<file path="src/hdl/lkv_pkg.sv">
// Package for the LRU key-value cache: sizes, codes and shared types.
// No dependencies; the interfaces, the cell and the top level import it.
`default_nettype none

package lkv_pkg;

    localparam int ENTRIES = 16;
    localparam int OCC_W   = $clog2(ENTRIES + 1);
    localparam int CFG_W   = 5;
    localparam int DATA_W  = 32;

    localparam logic [CFG_W-1:0] CAP_RESET = CFG_W'(ENTRIES);

    localparam logic FUNC_GET = 1'b0;
    localparam logic FUNC_PUT = 1'b1;

    typedef logic signed [DATA_W-1:0] t_data;

    localparam t_data MISS_VALUE = '1;

    typedef struct packed {
        logic  valid;
        t_data key;
        t_data value;
    } t_entry;

    typedef struct packed {
        logic update;
        logic any_hit;
        logic evict;
    } t_cell_ctrl;

endpackage

`default_nettype wire

</file>
<file path="src/hdl/lkv_in_if.sv">
// Request channel of the LRU key-value cache: valid/ready plus get/put word.
// Depends on lkv_pkg.
`default_nettype none

interface lkv_in_if;
    import lkv_pkg::*;

    logic  valid;
    logic  ready;
    logic  func;
    t_data lookup_key;
    t_data store_value;

    modport source (output valid, func, lookup_key, store_value, input ready);
    modport sink   (input valid, func, lookup_key, store_value, output ready);
endinterface

`default_nettype wire

</file>
<file path="src/hdl/lkv_out_if.sv">
// Response channel of the LRU key-value cache: valid/ready plus lookup result.
// Depends on lkv_pkg.
`default_nettype none

interface lkv_out_if;
    import lkv_pkg::*;

    logic  valid;
    logic  ready;
    logic  found;
    t_data read_value;

    modport source (output valid, found, read_value, input ready);
    modport sink   (input valid, found, read_value, output ready);
endinterface

`default_nettype wire

</file>
<file path="src/hdl/lru_key_value_cache.sv">
// LRU key-value cache: a chain of slots kept in recency order, head most recent.
// A get's result word is registered; it is valid in the cycle after acceptance.
// Throughput: one word per cycle while the response channel is not stalled; all slots match and shift at once.
// Reset clears valid marks and occupancy and sets the capacity to 16; no clearing pass.
// Depends on lkv_pkg, lkv_in_if, lkv_out_if and lkv_cell.
`default_nettype none

module lru_key_value_cache (
    input  wire                        i_clk,
    input  wire                        i_rst_n,
    lkv_in_if.sink                     i_in,
    lkv_out_if.source                  o_out,
    input  wire                        i_cfg_we,
    input  wire [lkv_pkg::CFG_W-1:0]   i_cfg_data
);
    import lkv_pkg::*;

    logic [CFG_W-1:0] r_capacity;
    logic [OCC_W-1:0] r_occupancy;
    logic [OCC_W-1:0] n_occupancy;
    logic [OCC_W-1:0] w_eff_cap;
    logic             r_out_valid;
    logic             r_found;
    t_data            r_read_value;

    t_entry           w_entry [ENTRIES];
    t_data            w_match_value [ENTRIES];
    logic             w_chain [ENTRIES+1];
    logic [ENTRIES-1:0] w_match;
    t_entry           w_head;
    t_cell_ctrl       w_ctrl;
    t_data            w_hit_value;
    logic             w_accept;
    logic             w_is_put;

    assign i_in.ready  = !r_out_valid || o_out.ready;
    assign w_accept    = i_in.valid && i_in.ready;
    assign w_is_put    = (i_in.func == FUNC_PUT);

    always_comb begin
        priority if (r_capacity == '0) begin
            w_eff_cap = OCC_W'(1);
        end else if (OCC_W'(r_capacity) > OCC_W'(ENTRIES)) begin
            w_eff_cap = OCC_W'(ENTRIES);
        end else begin
            w_eff_cap = OCC_W'(r_capacity);
        end
    end

    always_comb begin
        w_hit_value = '0;
        for (int i = 0; i < ENTRIES; i++) begin
            w_hit_value = w_hit_value | w_match_value[i];
        end
    end

    always_comb begin
        w_ctrl.any_hit = w_chain[0];
        w_ctrl.evict   = (r_occupancy >= w_eff_cap);
        w_ctrl.update  = w_accept && (w_is_put || w_chain[0]);
        w_head.valid   = 1'b1;
        w_head.key     = i_in.lookup_key;
        w_head.value   = w_is_put ? i_in.store_value : w_hit_value;
    end

    assign w_chain[ENTRIES] = 1'b0;

    for (genvar g = 0; g < ENTRIES; g++) begin : g_cell
        t_entry w_prev;
        if (g == 0) begin : g_head
            assign w_prev = w_head;
        end else begin : g_body
            assign w_prev = w_entry[g-1];
        end

        lkv_cell u_cell (
            .i_clk         (i_clk),
            .i_rst_n       (i_rst_n),
            .i_key         (i_in.lookup_key),
            .i_ctrl        (w_ctrl),
            .i_prev        (w_prev),
            .i_tail_hit    (w_chain[g+1]),
            .o_entry       (w_entry[g]),
            .o_hit_chain   (w_chain[g]),
            .o_match_value (w_match_value[g])
        );

        assign w_match[g] = w_entry[g].valid && (w_entry[g].key == i_in.lookup_key);
    end

    always_comb begin
        n_occupancy = r_occupancy;
        if (w_accept && w_is_put && !w_chain[0] && !w_ctrl.evict) begin
            n_occupancy = r_occupancy + OCC_W'(1);
        end
    end

    always_ff @(posedge i_clk) begin
        if (!i_rst_n) begin
            r_capacity  <= CAP_RESET;
            r_occupancy <= '0;
            r_out_valid <= 1'b0;
        end else begin
            if (i_cfg_we) begin
                r_capacity <= i_cfg_data;
            end
            r_occupancy <= n_occupancy;
            if (w_accept && !w_is_put) begin
                r_out_valid <= 1'b1;
            end else if (o_out.ready) begin
                r_out_valid <= 1'b0;
            end
        end
    end

    always_ff @(posedge i_clk) begin
        if (w_accept && !w_is_put) begin
            r_found      <= w_chain[0];
            r_read_value <= w_chain[0] ? w_hit_value : MISS_VALUE;
        end
    end

    assign o_out.valid      = r_out_valid;
    assign o_out.found      = r_found;
    assign o_out.read_value = r_read_value;

    logic [ENTRIES-1:0] w_valid_bits;
    always_comb begin
        for (int i = 0; i < ENTRIES; i++) begin
            w_valid_bits[i] = w_entry[i].valid;
        end
    end

    a_key_unique: assert property (@(posedge i_clk) disable iff (!i_rst_n)
        i_in.valid |-> $onehot0(w_match))
        else $error("lookup key matches more than one slot");

    a_occ_count: assert property (@(posedge i_clk) disable iff (!i_rst_n)
        $countones(w_valid_bits) == 32'(r_occupancy))
        else $error("occupancy disagrees with valid slots");

    a_occ_bound: assert property (@(posedge i_clk) disable iff (!i_rst_n)
        r_occupancy <= OCC_W'(ENTRIES))
        else $error("occupancy above slot count");

endmodule

`default_nettype wire

</file>
<file path="src/hdl/lkv_cell.sv">
// One cache slot of the recency-ordered chain: key, value, valid mark.
// Depends on lkv_pkg; loads its upstream neighbor's entry on a shift.
`default_nettype none

module lkv_cell (
    input  wire                  i_clk,
    input  wire                  i_rst_n,
    input  lkv_pkg::t_data       i_key,
    input  lkv_pkg::t_cell_ctrl  i_ctrl,
    input  lkv_pkg::t_entry      i_prev,
    input  wire                  i_tail_hit,
    output lkv_pkg::t_entry      o_entry,
    output logic                 o_hit_chain,
    output lkv_pkg::t_data       o_match_value
);
    import lkv_pkg::*;

    t_entry r_entry;
    t_entry n_entry;
    logic   w_match;
    logic   w_chain;
    logic   w_load;

    always_comb begin
        w_match = r_entry.valid && (r_entry.key == i_key);
        w_chain = w_match | i_tail_hit;
        // hit: shift down to the hit slot; miss put: shift the valid run
        priority if (i_ctrl.any_hit) begin
            w_load = w_chain;
        end else if (i_ctrl.evict) begin
            w_load = r_entry.valid;
        end else begin
            w_load = i_prev.valid;
        end
        n_entry = (i_ctrl.update && w_load) ? i_prev : r_entry;
    end

    always_ff @(posedge i_clk) begin
        if (!i_rst_n) begin
            r_entry.valid <= 1'b0;
        end else begin
            r_entry <= n_entry;
        end
    end

    assign o_entry       = r_entry;
    assign o_hit_chain   = w_chain;
    assign o_match_value = w_match ? r_entry.value : '0;

endmodule

`default_nettype wire
</file>
<file path="src/flat_wrapper.sv">
// flat-port wrapper written by rule: the top's interface ports become plain ports
module lru_key_value_cache_flat import lkv_pkg::*;
  (i_clk, i_rst_n, i_cfg_we, i_cfg_data, i_in_valid, i_in_func, i_in_lookup_key, i_in_store_value, i_in_ready, o_out_valid, o_out_found, o_out_read_value, o_out_ready);
  lkv_in_if i_in_i ();
  lkv_out_if o_out_i ();
  input  wire i_clk;
  input  wire i_rst_n;
  input  wire i_cfg_we;
  input  wire [lkv_pkg::CFG_W-1:0] i_cfg_data;
  input wire logic [$bits(i_in_i.valid)-1:0] i_in_valid;
  input wire logic [$bits(i_in_i.func)-1:0] i_in_func;
  input wire logic [$bits(i_in_i.lookup_key)-1:0] i_in_lookup_key;
  input wire logic [$bits(i_in_i.store_value)-1:0] i_in_store_value;
  output wire logic [$bits(i_in_i.ready)-1:0] i_in_ready;
  output wire logic [$bits(o_out_i.valid)-1:0] o_out_valid;
  output wire logic [$bits(o_out_i.found)-1:0] o_out_found;
  output wire logic [$bits(o_out_i.read_value)-1:0] o_out_read_value;
  input wire logic [$bits(o_out_i.ready)-1:0] o_out_ready;
  assign i_in_i.valid = i_in_valid;
  assign i_in_i.func = i_in_func;
  assign i_in_i.lookup_key = i_in_lookup_key;
  assign i_in_i.store_value = i_in_store_value;
  assign i_in_ready = i_in_i.ready;
  assign o_out_valid = o_out_i.valid;
  assign o_out_found = o_out_i.found;
  assign o_out_read_value = o_out_i.read_value;
  assign o_out_i.ready = o_out_ready;
  lru_key_value_cache u_core (.i_clk(i_clk), .i_rst_n(i_rst_n), .i_in(i_in_i), .o_out(o_out_i), .i_cfg_we(i_cfg_we), .i_cfg_data(i_cfg_data));
endmodule
</file>
<file path="config.mk">
export PLATFORM = sky130hd
export DESIGN_NAME = lru_key_value_cache_flat
export DESIGN_NICKNAME = d
export VERILOG_FILES = /design/src/hdl/lkv_pkg.sv /design/src/hdl/lkv_in_if.sv /design/src/hdl/lkv_out_if.sv /design/src/hdl/lru_key_value_cache.sv /design/src/hdl/lkv_cell.sv /design/src/flat_wrapper.sv
export SDC_FILE = /design/constraint.sdc
export NUM_CORES = 1
export LEC_CHECK = 0
export BUFFER_PORTS_ARGS = -buffer_cell sky130_fd_sc_hd__clkbuf_2
export CORE_MARGIN = 2
export CORE_UTILIZATION = 33
export CTS_CLUSTER_DIAMETER = 150
export CTS_CLUSTER_SIZE = 24
export DETAILED_ROUTE_END_ITERATION = 8
export GPL_TIMING_DRIVEN = 0
export PLACE_DENSITY_LB_ADDON = 0.12
export SLEW_MARGIN = 0
export SYNTH_ARGS = -nofsm -noshare
export SYNTH_HDL_FRONTEND = slang
export SYNTH_SLANG_ARGS = --single-unit
export TNS_END_PERCENT = 20
</file>
<file path="constraint.sdc">
create_clock -name i_clk -period 21.8 [get_ports i_clk]
set_input_delay 4.36 -clock i_clk [delete_from_list [all_inputs] [get_ports i_clk]]
set_output_delay 4.36 -clock i_clk [all_outputs]
set_load 0.02 [all_outputs]
</file>
==> flow_metrics.tcl <==
set metrics [dict create \
    nFillCells 12300 \
    hold_viol_final 0 \
    p_switching_mw 0.775 \
    worstMarginPinSlew_ns 1.51 \
    dieArea_mm2 0.134 \
    holdCritStartpoint "u_core.g_cell[1].u_cell.o_entry[48]$_DFFE_PP_" \
    die_w_um 366 \
    max_freq_ghz 0.105 \
    whs_ns 0.443 \
    ctsHoldBuffers 0 \
    cts_setup_buffers 0 \
    grtUsageTotal_pct 20.8 \
    place_area_mm2 0.0472 \
    cts_max_level 2 \
    slew-limit-headroom_pct -0.427 \
    die_h_um 366 \
    clk_pin_slew_worst_paths_ns 0.10 \
    ys_ff_latch 1084 \
    cts_resized 0 \
    hp-class "reg -> reg" \
    rsz0062_at_grt "false" \
    syn-instance-count 2588 \
    worstPathMaxFanout 30 \
    grt_pass1_wl_mm 197 \
    dp_hpwl_mm 102 \
    grt_use_met3_pct 3.27 \
    p_seq_share_pct 64.1 \
    clock-sinks 1084 \
    final_area_mm2 0.0486 \
    crit_path_end_kind "flop" \
    cts_tree "done" \
    multiInputGateArea_mm2 0.0102 \
    cts_made_buffers 51 \
    p_sw_share_pct 21.9 \
    min_period_ns 9.50 \
    first_pass_iters 6 \
    drc 0 \
    yosysWarnings 0 \
    via_count 24500 \
    required_ns 22.17 \
    power.leakage_nw 15.6 \
    violations "capacitance limit, slew limit" \
    drtIter0Drc 3127 \
    critPathArrivalTime_ns 9.87 \
    combinationalPowerShare_pct 4.3 \
    skew_ns 0.0289 \
    power_density_mw_per_mm2 72.8 \
    r2r-start "u_core.g_cell[0].u_cell.o_entry[45]$_DFFE_PP_" \
    coreArea_mm2 0.131 \
    final_core_util_pct 37.1 \
    clk_path_buf_depth 3 \
    wl_per_cell_um 31.3 \
    critPathKind "in -> reg" \
    layout.nets 2872 \
    grt-busiest-layer "met2" \
    synth_edf_count 1057 \
    synth_nets 2669 \
    vias_per_cell 5.36 \
    ys_types 64 \
    ir_worst_vdd_mv 0.0574 \
    drive_gt1_share_pct 12.5 \
    antenna_found_initial 3 \
    clockRootBuffer "clkbuf_16" \
    start_kind "input pin" \
    grt_max_degree 52 \
    grt_use_met1_pct 30.0 \
    p_int_mw 2.77 \
    antenna_left 0 \
    status "complete, but fails checks" \
    synth-main-ff-cell "edfxtp_1" \
    syn_to_final_growth_pct 12.1 \
    setup_tns_ns 0 \
    finalMaxSlewViolations 10 \
    clock_latency_ns 0.67 \
    io_buffers 107 \
    power.total_mw 3.54 \
    rows 133 \
    drt-total-wl_mm 143 \
    grt_overflow 0 \
    grt_pass1_vias 24800 \
    pwr-share-clk_pct 31.5 \
    avgSynthCellArea_um2 16.8 \
    max_cap_violations 2 \
    mappedNetlistArea_mm2 0.0434 \
    async_reset_ff_share_pct 0 \
    ios 110 \
    regArea_mm2 0.0323 \
    final_min_period_over_clock_period_pct 43.6 \
    crit_start "i_in_lookup_key[6]" \
    gp_congestion 0.893 \
    use_met2_pct 32.6 \
    setup_viol 0 \
    initial_utilization_pct 33.1 \
    ys_seq_area_share_pct 74.4 \
]
[metal layers]
layer  vias to the layer above  share of wire, %
met5                         -                 0
met4                         0               2.8
met3                       162               7.2
met2                      1209                45
met1                     12800                45
li1                      10300                 -
[area by class of cell]
class / instances / share of cell area [%]
flip-flops and latches: 1084 / 66.4
clock buffers: 73 / 2.88
diodes: 1 / 0.00515
well taps: 1755 / 4.52
plain buffers: 136 / 1.91
inverters: 45 / 0.347
clock inverters: 1 / 0.0412
multi-input cells: 1323 / 20.9
repair buffers: 150 / 3.03
[critical path, cell delays in order]
cell and delay (ns):
clkbuf_2 0.14, buf_4 0.32, buf_6 0.31, xor2_1 0.13, nor4_1 0.48, nand4_1 0.20
nor3_2 1.09, clkbuf_1 1.16, nor2_1 0.35, a31oi_4 0.63, buf_16 0.23, buf_16 0.16
buf_12 0.20
[logic make-up after synthesis]
kind of cell	Yosys count	share of synthesized area, %
DFF	1084	74.4
xor gates and xnor gates	511	10.3
and+or+nand+nor	421	5.42
AOI/OAI and AO/OA	341	6.10
buffers and inverters	181	2.52
muxes	44	1.02
adders and majority gates	6	0.173
[layout by cell type, fill, tap and decap left out, drive strengths merged, types with 7 or more instances in the layout]
cell	n
nand2	65
a21oi	16
inv	46
xor2	435
nor3	33
a22oi	158
xnor2	76
buf	142
nor2	72
a22o	49
nand3	77
a21o	7
clkbuf	217
nor4	107
nand4	45
mux2i	43
o21ai	17
a221oi	50
dfxtp	27
edfxtp	1057
[Yosys cell counts (2+ instances only)]
master	number	share of area, %
o21ai_1	2	0.023
nor3_1	23	0.27
clkbuf_1	37	0.32
nor4_1	97	1.4
a21oi_1	16	0.18
o221a_1	4	0.10
buf_2	32	0.37
a21o_1	7	0.12
xnor2_1	76	1.5
ha_1	6	0.17
a22o_1	49	0.99
o22ai_1	6	0.087
buf_6	34	0.88
a21boi_1	3	0.052
nand3_1	76	0.88
nand4_1	44	0.63
and3_1	6	0.087
nor4_4	4	0.20
dfxtp_1	27	1.2
o21ai_0	14	0.16
o21bai_1	2	0.035
o31ai_1	2	0.035
o211ai_1	2	0.035
xor2_1	435	8.8
inv_1	45	0.39
edfxtp_1	1057	73
or4_1	2	0.035
nand3b_1	2	0.035
nor3_2	9	0.21
a221oi_1	49	0.99
o21a_1	2	0.035
buf_4	32	0.55
nand2b_1	6	0.087
a22oi_1	158	2.7
a31oi_1	4	0.058
nor2_1	72	0.62
nand2_1	64	0.55
nor4_2	6	0.17
a311o_1	3	0.069
o211a_1	2	0.046
mux2i_1	43	0.99
a211oi_1	6	0.10
[power by group through the flow]
stage	Sequential [mW]	Clock, mW	Combinational [mW]
finish	2.27	1.12	0.154
global route	2.27	1.20	0.164
CTS	2.27	1.13	0.156
detailed placement	2.32	0	0.155
global placement	2.32	0	0.152
floorplan	2.32	0	0.0854
[registers in the layout, summed over array words and instances (netlist names)]
| signal | count |
|---|---|
| u_core.g_cell.u_cell.o_entry | 1040 |
| u_core.o_out.found | 1 |
| u_core.o_out.read_value | 32 |
| u_core.o_out.valid | 1 |
| u_core.r_capacity | 5 |
| u_core.r_occupancy | 5 |
[worst paths after layout]
| kind | to | slack [ns] | cells past startpoint |
|---|---|---|---|
| hold / removal | u_core.g_cell[2].u_cell.o_entry[48]$_DFFE_PP_ | 0.44 | 0 |
| setup / recovery | u_core.g_cell[5].u_cell.o_entry[42]$_DFFE_PP_ | 12.30 | 13 |
| hold reg to reg | u_core.g_cell[2].u_cell.o_entry[48]$_DFFE_PP_ | 0.44 | 0 |
| setup reg to reg | u_core.g_cell[3].u_cell.o_entry[42]$_DFFE_PP_ | 16.14 | 13 |
[per-stage QoR]
| stage | setup WS [ns] | cells |
|---|---|---|
| after global placement | 5.77 | 4450 |
| final | 12.30 | 4568 |
| after detailed placement | 11.52 | 4492 |
| after global routing | 12.21 | 4567 |
| after floorplan | 11.69 | 2588 |
| after CTS | 12.20 | 4566 |
(Power assumes the default switching activity.)
